**config.mk**
```make
export PLATFORM = sky130hd
export DESIGN_NAME = stack_with_roll_core
export DESIGN_NICKNAME = d
export VERILOG_FILES = /design/src/rtl/core/swr_pkg.sv /design/src/rtl/core/stack_with_roll_core.sv /design/src/rtl/core/swr_cell.sv /design/src/rtl/core/swr_rem.sv
export SDC_FILE = /design/constraint.sdc
export NUM_CORES = 1
export LEC_CHECK = 0
export BUFFER_PORTS_ARGS = -buffer_cell sky130_fd_sc_hd__buf_2
export CAP_MARGIN = 10
export CORE_MARGIN = 2
export CORE_UTILIZATION = 40
export CTS_BUF_LIST = sky130_fd_sc_hd__clkbuf_8
export CTS_CLUSTER_DIAMETER = 40
export DETAILED_ROUTE_END_ITERATION = 10
export PLACE_DENSITY = 0.58
export SLEW_MARGIN = 20
export SYNTH_ARGS = -nofsm -noshare
export SYNTH_HDL_FRONTEND = slang
export SYNTH_SLANG_ARGS = --single-unit
```
**constraint.sdc**
```tcl
create_clock -name aclk -period 5.55 [get_ports aclk]
set_input_delay 1.11 -clock aclk [delete_from_list [all_inputs] [get_ports aclk]]
set_output_delay 1.11 -clock aclk [all_outputs]
set_load 0.05 [all_outputs]
```
**src/rtl/core/swr_pkg.sv**
```systemverilog
// ============================================================================
// swr_pkg
// Shared types and constants for the byte stack with push, pop and roll.
// ============================================================================
`default_nettype none

package swr_pkg;

    // Default number of stack cells.
    localparam int unsigned STACK_DEPTH = 16;

    // Fixed payload field widths.
    localparam int unsigned MODE_W  = 2;
    localparam int unsigned DATA_W  = 8;
    localparam int unsigned CNT_W   = 5;
    localparam int unsigned AMT_W   = 8;
    localparam int unsigned STAT_W  = 2;
    localparam int unsigned DEPTH_W = 5;

    // Bit counter width of the remainder unit.
    localparam int unsigned REM_CTR_W = $clog2(AMT_W);

    // Operation codes.
    localparam logic [MODE_W-1:0] MODE_PUSH = 2'd0;
    localparam logic [MODE_W-1:0] MODE_POP  = 2'd1;
    localparam logic [MODE_W-1:0] MODE_ROLL = 2'd2;

    // Status codes.
    localparam logic [STAT_W-1:0] STAT_OK        = 2'd0;
    localparam logic [STAT_W-1:0] STAT_POP_EMPTY = 2'd1;
    localparam logic [STAT_W-1:0] STAT_PUSH_FULL = 2'd2;
    localparam logic [STAT_W-1:0] STAT_ROLL_ERR  = 2'd3;

    // Per-cell load selection.
    typedef enum logic [1:0] {
        CELL_HOLD  = 2'd0,
        CELL_ABOVE = 2'd1,
        CELL_BELOW = 2'd2,
        CELL_WRAP  = 2'd3
    } cell_op_t;

    // Input transaction payload.
    typedef struct packed {
        logic [MODE_W-1:0] mode;
        logic [DATA_W-1:0] push_value;
        logic [CNT_W-1:0]  roll_count;
        logic [AMT_W-1:0]  roll_amount;
    } in_t;

    // Result transaction payload.
    typedef struct packed {
        logic [DATA_W-1:0]  data_out;
        logic [STAT_W-1:0]  status;
        logic [DEPTH_W-1:0] depth;
    } out_t;

endpackage

`default_nettype wire

```
**src/rtl/core/stack_with_roll_core.sv**
```systemverilog
// Push, pop, a rejected operation and a roll with count zero: result valid in the
// cycle after the input transaction, one transaction per cycle while results drain.
// Valid roll: the bit-serial remainder unit reduces roll_amount mod roll_count,
// then the cell chain rotates by one position per cycle that many times.
// Reset clears the fill count and the handshake state; cell contents stay undefined.
// ============================================================================
// stack_with_roll_core
// Byte stack built as a chain of cells, top of stack in cell 0, with push,
// pop and roll of the top entries.
// ============================================================================
`default_nettype none

module stack_with_roll_core #(
    parameter int unsigned STACK_DEPTH = swr_pkg::STACK_DEPTH
) (
    input  wire logic           aclk,
    input  wire logic           aresetn,
    input  wire logic           s_valid,
    output logic                s_ready,
    input  wire swr_pkg::in_t   s_data,
    output logic                m_valid,
    input  wire logic           m_ready,
    output swr_pkg::out_t       m_data
);

    localparam int unsigned FILL_W = $clog2(STACK_DEPTH + 1);
    localparam int unsigned CMP_W  = FILL_W + swr_pkg::CNT_W;

    typedef enum logic [3:0] {
        S_IDLE = 4'b0001,
        S_DIV  = 4'b0010,
        S_ROT  = 4'b0100,
        S_DONE = 4'b1000
    } state_t;

    state_t                         state_reg,  state_next;
    logic [FILL_W-1:0]              fill_reg,   fill_next;
    logic                           m_valid_reg, m_valid_next;
    swr_pkg::out_t                  out_reg,    out_next;
    logic [swr_pkg::CNT_W-1:0]      roll_n_reg, roll_n_next;
    logic [swr_pkg::CNT_W-1:0]      steps_reg,  steps_next;

    swr_pkg::cell_op_t              cell_op [STACK_DEPTH];
    logic [swr_pkg::DATA_W-1:0]     cell_q  [STACK_DEPTH];
    logic [swr_pkg::DATA_W-1:0]     top_or_zero;
    logic                           out_free;
    logic                           s_fire;
    logic                           rem_start;
    logic                           rem_done;
    logic [swr_pkg::CNT_W-1:0]      rem_val;

    assign out_free    = !m_valid_reg || m_ready;
    assign s_ready     = (state_reg == S_IDLE) && out_free;
    assign s_fire      = s_valid && s_ready;
    assign top_or_zero = (fill_reg == '0) ? '0 : cell_q[0];

    // Chain of cells; cell 0 is the top of the stack.
    for (genvar i = 0; i < STACK_DEPTH; i++) begin : g_cell
        logic [swr_pkg::DATA_W-1:0] above;
        logic [swr_pkg::DATA_W-1:0] below;

        if (i == 0) begin : g_first
            assign above = s_data.push_value;
        end else begin : g_mid_up
            assign above = cell_q[i-1];
        end

        if (i == STACK_DEPTH - 1) begin : g_last
            assign below = '0;
        end else begin : g_mid_dn
            assign below = cell_q[i+1];
        end

        swr_cell u_cell (
            .aclk    (aclk),
            .op      (cell_op[i]),
            .above_i (above),
            .below_i (below),
            .wrap_i  (cell_q[0]),
            .data_o  (cell_q[i])
        );
    end

    // Remainder of the roll amount by the roll count.
    swr_rem u_rem (
        .aclk     (aclk),
        .aresetn  (aresetn),
        .start    (rem_start),
        .dividend (s_data.roll_amount),
        .divisor  (s_data.roll_count),
        .rem_o    (rem_val),
        .done_o   (rem_done)
    );

    // Sequencer: push and pop on acceptance; rolls through S_DIV, S_ROT, S_DONE.
    always_comb begin
        state_next   = state_reg;
        fill_next    = fill_reg;
        m_valid_next = m_valid_reg && !m_ready;
        out_next     = out_reg;
        roll_n_next  = roll_n_reg;
        steps_next   = steps_reg;
        rem_start    = 1'b0;
        for (int i = 0; i < STACK_DEPTH; i++) begin
            cell_op[i] = swr_pkg::CELL_HOLD;
        end

        unique case (state_reg)
            S_IDLE: begin
                if (s_fire) begin
                    m_valid_next     = 1'b1;
                    out_next.status  = swr_pkg::STAT_OK;
                    out_next.data_out = top_or_zero;
                    if (s_data.mode == swr_pkg::MODE_PUSH) begin
                        if (fill_reg == FILL_W'(STACK_DEPTH)) begin
                            out_next.status = swr_pkg::STAT_PUSH_FULL;
                        end else begin
                            for (int i = 0; i < STACK_DEPTH; i++) begin
                                cell_op[i] = swr_pkg::CELL_ABOVE;
                            end
                            fill_next         = fill_reg + 1'b1;
                            out_next.data_out = s_data.push_value;
                        end
                    end else if (s_data.mode == swr_pkg::MODE_POP) begin
                        if (fill_reg == '0) begin
                            out_next.status = swr_pkg::STAT_POP_EMPTY;
                        end else begin
                            for (int i = 0; i < STACK_DEPTH; i++) begin
                                cell_op[i] = swr_pkg::CELL_BELOW;
                            end
                            fill_next = fill_reg - 1'b1;
                        end
                    end else if (s_data.mode == swr_pkg::MODE_ROLL) begin
                        if (CMP_W'(s_data.roll_count) > CMP_W'(fill_reg)) begin
                            out_next.status = swr_pkg::STAT_ROLL_ERR;
                        end else if (s_data.roll_count != '0) begin
                            // Result comes once the rotation is finished.
                            m_valid_next = 1'b0;
                            rem_start    = 1'b1;
                            roll_n_next  = s_data.roll_count;
                            state_next   = S_DIV;
                        end
                    end
                    out_next.depth = swr_pkg::DEPTH_W'(fill_next);
                end
            end
            S_DIV: begin
                if (rem_done) begin
                    steps_next = rem_val;
                    state_next = (rem_val == '0) ? S_DONE : S_ROT;
                end
            end
            S_ROT: begin
                // One-position rotation of the top roll_n cells toward the top.
                for (int i = 0; i < STACK_DEPTH; i++) begin
                    if (i + 1 < int'(roll_n_reg)) begin
                        cell_op[i] = swr_pkg::CELL_BELOW;
                    end else if (i + 1 == int'(roll_n_reg)) begin
                        cell_op[i] = swr_pkg::CELL_WRAP;
                    end
                end
                steps_next = steps_reg - 1'b1;
                if (steps_reg == swr_pkg::CNT_W'(1)) begin
                    state_next = S_DONE;
                end
            end
            S_DONE: begin
                if (out_free) begin
                    m_valid_next      = 1'b1;
                    out_next.data_out = top_or_zero;
                    out_next.status   = swr_pkg::STAT_OK;
                    out_next.depth    = swr_pkg::DEPTH_W'(fill_reg);
                    state_next        = S_IDLE;
                end
            end
            default: begin
                state_next = S_IDLE;
            end
        endcase
    end

    // Control registers.
    always_ff @(posedge aclk) begin
        if (!aresetn) begin
            state_reg   <= S_IDLE;
            fill_reg    <= '0;
            m_valid_reg <= 1'b0;
        end else begin
            state_reg   <= state_next;
            fill_reg    <= fill_next;
            m_valid_reg <= m_valid_next;
        end
    end

    // Payload and roll bookkeeping registers.
    always_ff @(posedge aclk) begin
        out_reg    <= out_next;
        roll_n_reg <= roll_n_next;
        steps_reg  <= steps_next;
    end

    assign m_valid = m_valid_reg;
    assign m_data  = out_reg;

endmodule

`default_nettype wire

```
**src/rtl/core/swr_cell.sv**
```systemverilog
// ============================================================================
// swr_cell
// One stack cell: holds a byte and loads from its upper or lower neighbor,
// from the top cell, or keeps its value.
// ============================================================================
`default_nettype none

module swr_cell (
    input  wire logic                         aclk,
    input  wire swr_pkg::cell_op_t            op,
    input  wire logic [swr_pkg::DATA_W-1:0]   above_i,
    input  wire logic [swr_pkg::DATA_W-1:0]   below_i,
    input  wire logic [swr_pkg::DATA_W-1:0]   wrap_i,
    output logic      [swr_pkg::DATA_W-1:0]   data_o
);

    logic [swr_pkg::DATA_W-1:0] data_reg;
    logic [swr_pkg::DATA_W-1:0] data_next;

    // Select the next content of the cell.
    always_comb begin
        unique case (op)
            swr_pkg::CELL_ABOVE: data_next = above_i;
            swr_pkg::CELL_BELOW: data_next = below_i;
            swr_pkg::CELL_WRAP:  data_next = wrap_i;
            default:             data_next = data_reg;
        endcase
    end

    // Payload register; its content is undefined until written.
    always_ff @(posedge aclk) begin
        data_reg <= data_next;
    end

    assign data_o = data_reg;

endmodule

`default_nettype wire

```
**src/rtl/core/swr_rem.sv**
```systemverilog
// ============================================================================
// swr_rem
// Restoring remainder unit: roll amount modulo roll count, one dividend bit
// per cycle.
// ============================================================================
`default_nettype none

module swr_rem (
    input  wire logic                        aclk,
    input  wire logic                        aresetn,
    input  wire logic                        start,
    input  wire logic [swr_pkg::AMT_W-1:0]   dividend,
    input  wire logic [swr_pkg::CNT_W-1:0]   divisor,
    output logic      [swr_pkg::CNT_W-1:0]   rem_o,
    output logic                             done_o
);

    logic                           busy_reg,  busy_next;
    logic                           done_reg,  done_next;
    logic [swr_pkg::REM_CTR_W-1:0]  cnt_reg,   cnt_next;
    logic [swr_pkg::AMT_W-1:0]      sh_reg,    sh_next;
    logic [swr_pkg::CNT_W-1:0]      rem_reg,   rem_next;
    logic [swr_pkg::CNT_W-1:0]      div_reg,   div_next;
    logic [swr_pkg::CNT_W:0]        trial;

    // Shift in the next dividend bit and subtract the divisor where it fits.
    assign trial = {rem_reg, sh_reg[swr_pkg::AMT_W-1]};

    always_comb begin
        busy_next = busy_reg;
        done_next = 1'b0;
        cnt_next  = cnt_reg;
        sh_next   = sh_reg;
        rem_next  = rem_reg;
        div_next  = div_reg;
        if (start) begin
            busy_next = 1'b1;
            cnt_next  = swr_pkg::REM_CTR_W'(swr_pkg::AMT_W - 1);
            sh_next   = dividend;
            rem_next  = '0;
            div_next  = divisor;
        end else if (busy_reg) begin
            sh_next = {sh_reg[swr_pkg::AMT_W-2:0], 1'b0};
            if (trial >= {1'b0, div_reg}) begin
                rem_next = swr_pkg::CNT_W'(trial - {1'b0, div_reg});
            end else begin
                rem_next = trial[swr_pkg::CNT_W-1:0];
            end
            if (cnt_reg == '0) begin
                busy_next = 1'b0;
                done_next = 1'b1;
            end else begin
                cnt_next = cnt_reg - 1'b1;
            end
        end
    end

    // Control registers.
    always_ff @(posedge aclk) begin
        if (!aresetn) begin
            busy_reg <= 1'b0;
            done_reg <= 1'b0;
        end else begin
            busy_reg <= busy_next;
            done_reg <= done_next;
        end
    end

    // Datapath registers.
    always_ff @(posedge aclk) begin
        cnt_reg <= cnt_next;
        sh_reg  <= sh_next;
        rem_reg <= rem_next;
        div_reg <= div_next;
    end

    assign rem_o  = rem_reg;
    assign done_o = done_reg;

endmodule

`default_nettype wire
```
==> results of run 1 <==
-- synthesized netlist by cell type (6+ instances only) --
master / count
buf_2: 11
nand2_1: 56
clkbuf_1: 30
a21oi_1: 16
nor3_1: 10
ha_1: 18
nor2_1: 33
edfxtp_1: 166
o211ai_1: 6
inv_1: 64
a22o_1: 16
a211oi_1: 9
and2_1: 28
nand2b_1: 8
and3_1: 9
dfxtp_1: 20
xnor2_1: 9
nor2b_1: 21
o21ai_0: 48
a221o_1: 48
a222oi_1: 16
nand3_1: 20
mux2_2: 23
a22oi_1: 33
a21o_1: 8
-- cell type report --
cell class	count	area [µm²]	share of cell area (%)
flip-flops and latches	186	5390	51.9
multi-input cells	507	3630	35.0
inverters	64	240	2.31
repair buffers	53	290	2.80
well taps	319	399	3.85
clock buffers	17	234	2.25
clock inverters	15	198	1.90
-- how the worst min path moves through the flow --
stage	cells past startpoint	slack, ns	endpoint	startpoint
2_1_floorplan	2	0.45	u_rem.cnt_reg[1]	u_rem.cnt_reg[1]
3_3_place_gp	2	0.46	u_rem.cnt_reg[2]	u_rem.cnt_reg[2]
3_5_place_dp	2	0.48	u_rem.cnt_reg[2]	u_rem.cnt_reg[2]
4_1_cts	2	0.51	u_rem.cnt_reg[2]	u_rem.cnt_reg[2]
5_1_grt	2	0.53	u_rem.cnt_reg[1]	u_rem.cnt_reg[1]
6_report	2	0.50	u_rem.cnt_reg[2]	u_rem.cnt_reg[2]
-- report_power, final --
part / switching [mW] / leakage [nW] / internal [mW]
combinational: 0.321 / 1.94 / 0.202
sequential: 0.0940 / 1.70 / 1.67
clock: 0.575 / 0.215 / 0.391
total: 0.990 / 3.85 / 2.27
-- routing by layer --
| layer | part of all wire (%) | vias to the layer above | wire [µm] | track usage (%) |
|---|---|---|---|---|
| li1 | - | 3150 | - | - |
| met2 | 47 | 242 | 10500 | 29.8 |
| met1 | 48 | 3299 | 10800 | 27.9 |
| met3 | 4.8 | 14 | 1080 | 2.33 |
| met4 | 0.95 | 0 | 215 | 5.28 |
| met5 | 0 | - | 0 | 0 |
-- logic make-up after synthesis --
| family | share of synthesized area, % |
|---|---|
| and+or+nand+nor | 12.6 |
| xor gates and xnor gates | 1.02 |
| DFF | 56.9 |
| AOI/OAI and AO/OA | 19.1 |
| buffers and inverters | 4.79 |
| adders and majority gates | 2.59 |
| muxes | 2.95 |
-- stage by stage --
step                      cells  total power, mW  setup WS [ns]
after floorplan             803             2.17           2.26
after global placement     1129             2.31           1.91
after detailed placement   1129             2.32           1.81
after CTS                  1161             3.28           1.90
after global routing       1161             3.40           1.58
final                      1161             3.26           1.92
-- critical path: cells and delay by family, from the launching register on --
kind	cells	cell delay, ns
DFF	1	0.39
and+or+nand+nor	3	1.61
buffers and inverters	1	0.18
adders and majority gates	1	0.18
AOI/OAI and AO/OA	2	0.91
==> impl_metrics.toml, run 1 <==
[setup_path]
end_kind = "register"
reg2reg_to = "g_cell[4].u_cell.data_o[4]"
slowest_stage = "or4b_1"
arrival_ns = 3.74
crit_chain = "inv_1 -> ha_1 -> or4b_1 -> nand2_1 -> o22ai_2 -> o21ai_1 -> nand2_1"
crit_fanout = 17
cp-start-kind = "register"
required_ns = 5.66
worstReg2RegStart = "fill_reg[0]"
max_stage_delay_ns = 0.70
crit_top_cell = "nand2_1"
crit_start = "fill_reg[0]"
criticalPathCategory = "reg2reg"
crit_end = "g_cell[4].u_cell.data_o[4]"
regToRegSetupSlack_ns = 1.92
reg2reg_depth = 7

[timing]
finalSetupViolations = 0
hold_viol = 0
fin_crit_ns = 3.63
timing.final.crit_share_pct = 65.3
clock.fmax_mhz = 276
slew-limit-headroom_pct = 28.1
rsz0062_at_grt = "false"
maxSlewViolCount = 0
totalNegativeSetupSlack_ns = 0
tightest_slew_ns = 1.07
skew_ns = 0.0202
whs_ns = 0.503

[detailed_routing]
routed_wirelength_um = 22600
routedWlPerCell_um = 19.5
vias = 6705
routed_via_density = 5.78
drt_iter0_drc = 696
ant_nets = 0
dr.pass1.iters = 7
drc = 0

[power]
vdd_drop_max_mv = 0.192
p_leak_nw = 3.85
p_per_area_nw_per_um2 = 314

[final_layout]
area.growth.synth_to_final_pct = 9.75
num-fill-cells = 2193
final_common_cell = "edfxtp_1"
final_area_um2 = 10400
fin_util_pct = 44.5
mostFrequentLayoutCells = "edfxtp_1, inv_1, nand2_1"
largest_register_ffs = 128
drive_gt1_share_pct = 15.7
antenna_cells = 0
nNetsFinal = 875

[synth]
synth_edf_count = 166
async_reset_ff_share_pct = 0
synth_flop_cell = "edfxtp_1"
synth_top_area_cell = "edfxtp_1"
yosysSeqAreaShare_pct = 56.9
synthTopCellsByArea = "edfxtp_1, a221o_1, dfxtp_1"
syn-num-nets = 849
avgSynthCellArea_um2 = 11.8
synth_warnings = 0
synth_top_cell_area_share_pct = 52.7
synth-seq-cells = 186
synth_cell_types = 67
synthCells = 803
synthesis.area_um2 = 9460

[clocking]
clk_latency_ns = 0.48
cts_setup_buffers = 0
cts_tree = "built"
clk_pin_slew_ns = 0.11
clock_sinks = 186
cts.path.max_buffers = 2
htree_levels = 4
cts_hold_buf = 0
cts_resized = 0
numCtsBuffers = 17
root_buffer = "clkbuf_8"

[min_path]
hp-class = "reg2reg"

[global_route]
overflow = 0
grt_pass1_wl_um = 36500
grtUsageTotal_pct = 19.0
grt_max_degree = 21
grt_pass1_vias = 6461
antenna_found_initial = 0

[floorplan]
die_h_um = 158
die_w_um = 158
initial_utilization_pct = 40.5
rows = 56
core_area_um2 = 23300
num_io_pins = 44
die_area_um2 = 24900

[status]
status = "complete, no violations"

[placed_design]
dpl-instance-area_um2 = 9940
place_hpwl_um = 16200
port_buffers = 43
place_congestion = 0.808

[flow_run]
max_cap_violations = 0
Power figures use the tool's default switching activity.
==> inputs of run 2 (changes only) <==
- clock period: 5.55 -> 3.8 ns (I/O delays scaled with it)
==> run 2 against run 1 <==
Against the previous run: sequential share of layout area is 0.11 points lower; cell area up 0.20%; register-to-register slack worse by 1.7 ns; non-clock buffer count rose by 9; clock-buffer cell count is the same; hold slack about the same; global-route usage is 0.37 points lower; power is 44% higher; cell count grew 0.78%; clock skew shrank 0.0044 ns; sequential power up 46%; fmax rose by 1.7%; largest power group unchanged.
==> impl_metrics.toml, run 2 (synthesis gave the netlist of run 1 again) <==
[setup_path]
cp-start-kind = "register"
reg2reg_to = "g_cell[10].u_cell.data_o[4]"
end_kind = "register"
crit_fanout = 14
path_buf_inv = 1
required_ns = 3.91
regToRegSetupSlack_ns = 0.23
crit_start = "fill_reg[0]"
slowest_stage = "or4b_1"
cp_top_family = "compound AO/OA/AOI/OAI gates"
crit_chain = "inv_1 -> ha_1 -> or4b_1 -> nand2_1 -> o21ai_1 -> a21oi_2 -> o211ai_1"
criticalPathCategory = "reg2reg"
path_depth = 7
reg2reg_depth = 7
worstReg2RegStart = "fill_reg[0]"
max_stage_delay_ns = 0.68
arrival_ns = 3.67

[global_route]
antenna_found_initial = 0
grt_max_degree = 25
grtUsageMet3_pct = 2.55
met1_usage_pct = 26.5
overflow = 0
grt_busiest_layer = "met2"
grtUsageTotal_pct = 18.7
grt_pass1_vias = 6367
grt_pass1_wl_um = 35600
grtUsageMet2_pct = 29.4

[final_layout]
antenna_cells = 0
final_common_cell = "edfxtp_1"
drive_gt1_share_pct = 16.3
area.growth.synth_to_final_pct = 9.97
mostFrequentLayoutCells = "edfxtp_1, inv_1, nand2_1"
largest_register_ffs = 128
final_area_um2 = 10400
nNetsFinal = 884
num-fill-cells = 2159

[timing]
hold_viol = 0
timing.final.crit_share_pct = 93.8
fin_crit_ns = 3.57
finalSetupViolations = 0
totalNegativeSetupSlack_ns = 0
slew-limit-headroom_pct = 32.8
skew_ns = 0.0158
clock.fmax_mhz = 280
whs_ns = 0.502
tightest_slew_ns = 1.00
maxSlewViolCount = 0
rsz0062_at_grt = "false"

[clocking]
htree_levels = 4
clk_latency_ns = 0.47
cts_tree = "built"
clock_sinks = 186
numCtsBuffers = 17
cts.path.max_buffers = 2
cts_hold_buf = 0
clk_pin_slew_ns = 0.11
root_buffer = "clkbuf_8"
cts_resized = 0
cts_setup_buffers = 0

[power]
pwr-share-comb_pct = 16.4
p_clk_share_pct = 28.7
p_seq_share_pct = 55.0
vdd_drop_max_mv = 0.200
p_sw_share_pct = 29.9
power_mw = 4.70
p_leak_nw = 3.88
switching_power_mw = 1.40
p_int_mw = 3.29
p_per_area_nw_per_um2 = 451

[detailed_routing]
dr.pass1.iters = 7
drc = 0
vias = 6657
ant_nets = 0
routed_via_density = 5.69
drt_iter0_drc = 696
routedWlPerCell_um = 19.4
routed_wirelength_um = 22700

[floorplan]
rows = 56
die_h_um = 158
core_area_um2 = 23300
initial_utilization_pct = 40.5
num_io_pins = 44
die_area_um2 = 24900
die_w_um = 158

[placed_design]
dpl-instance-area_um2 = 10000
place_congestion = 0.822
place_hpwl_um = 16200
port_buffers = 43

[min_path]
hp-class = "reg2reg"
whs_path_depth = 2
hp-start = "u_rem.cnt_reg[1]"
hold_path_end = "u_rem.cnt_reg[1]"

[status]
status = "complete, no violations"

[flow_run]
max_cap_violations = 0
[run 2: cell types whose count changed in the layout (fill, tap and decap cells not counted), sizes merged]
cell and delta:
buf +9, clkinv -5, clkinvlp +1, inv +4
[run 2: cell type report]
class | instances | area [µm²] | share of cell area (%)
sequential | 186 | 5390 | 51.8
multi-input combinational | 507 | 3630 | 34.9
tap | 319 | 399 | 3.84
timing repair buffer | 62 | 358 | 3.44
inverter | 64 | 240 | 2.31
clock buffer | 17 | 234 | 2.25
clock inverter | 15 | 156 | 1.50
[run 2: stage by stage]
step | std cells | util [%] | worst slack [ns]
after floorplan | 803 | - | 0.744
after global placement | 1137 | 42.9 | 0.391
after detailed placement | 1137 | 42.9 | 0.299
after CTS | 1169 | 44.5 | 0.281
after global routing | 1170 | 44.6 | 0.0153
final | 1170 | 44.6 | 0.234
[run 2: metal layers]
metal / wire length (µm) / part of all wire [%] / vias up
met1: 10900 / 48 / 3280
met2: 10600 / 47 / 184
li1: - / - / 3175
met5: 0 / 0 / -
met4: 323 / 1.4 / 0
met3: 905 / 4.0 / 18
[run 2: how the worst max path moves through the flow]
stage                             endpoint  slack, ns
2_1_floorplan   g_cell[0].u_cell.data_o[0]       0.74
5_1_grt        g_cell[10].u_cell.data_o[4]       0.02
3_5_place_dp   g_cell[10].u_cell.data_o[3]       0.30
6_report       g_cell[10].u_cell.data_o[4]       0.23
4_1_cts        g_cell[10].u_cell.data_o[4]       0.28
3_3_place_gp   g_cell[10].u_cell.data_o[5]       0.39
[run 2: power groups by stage]
| stage | clock network, mW | logic (mW) | registers, mW |
|---|---|---|---|
| floorplan | 0 | 0.534 | 2.63 |
| global route | 1.44 | 0.855 | 2.60 |
| detailed placement | 0 | 0.765 | 2.62 |
| finish | 1.35 | 0.768 | 2.58 |
| CTS | 1.37 | 0.770 | 2.58 |
| global placement | 0 | 0.756 | 2.62 |
[run 2: tightest hold or removal path, stage by stage, from the launching register on]
cell,delay [ns]
dfxtp_1,0.33
nand2_1,0.05
o211ai_1,0.08
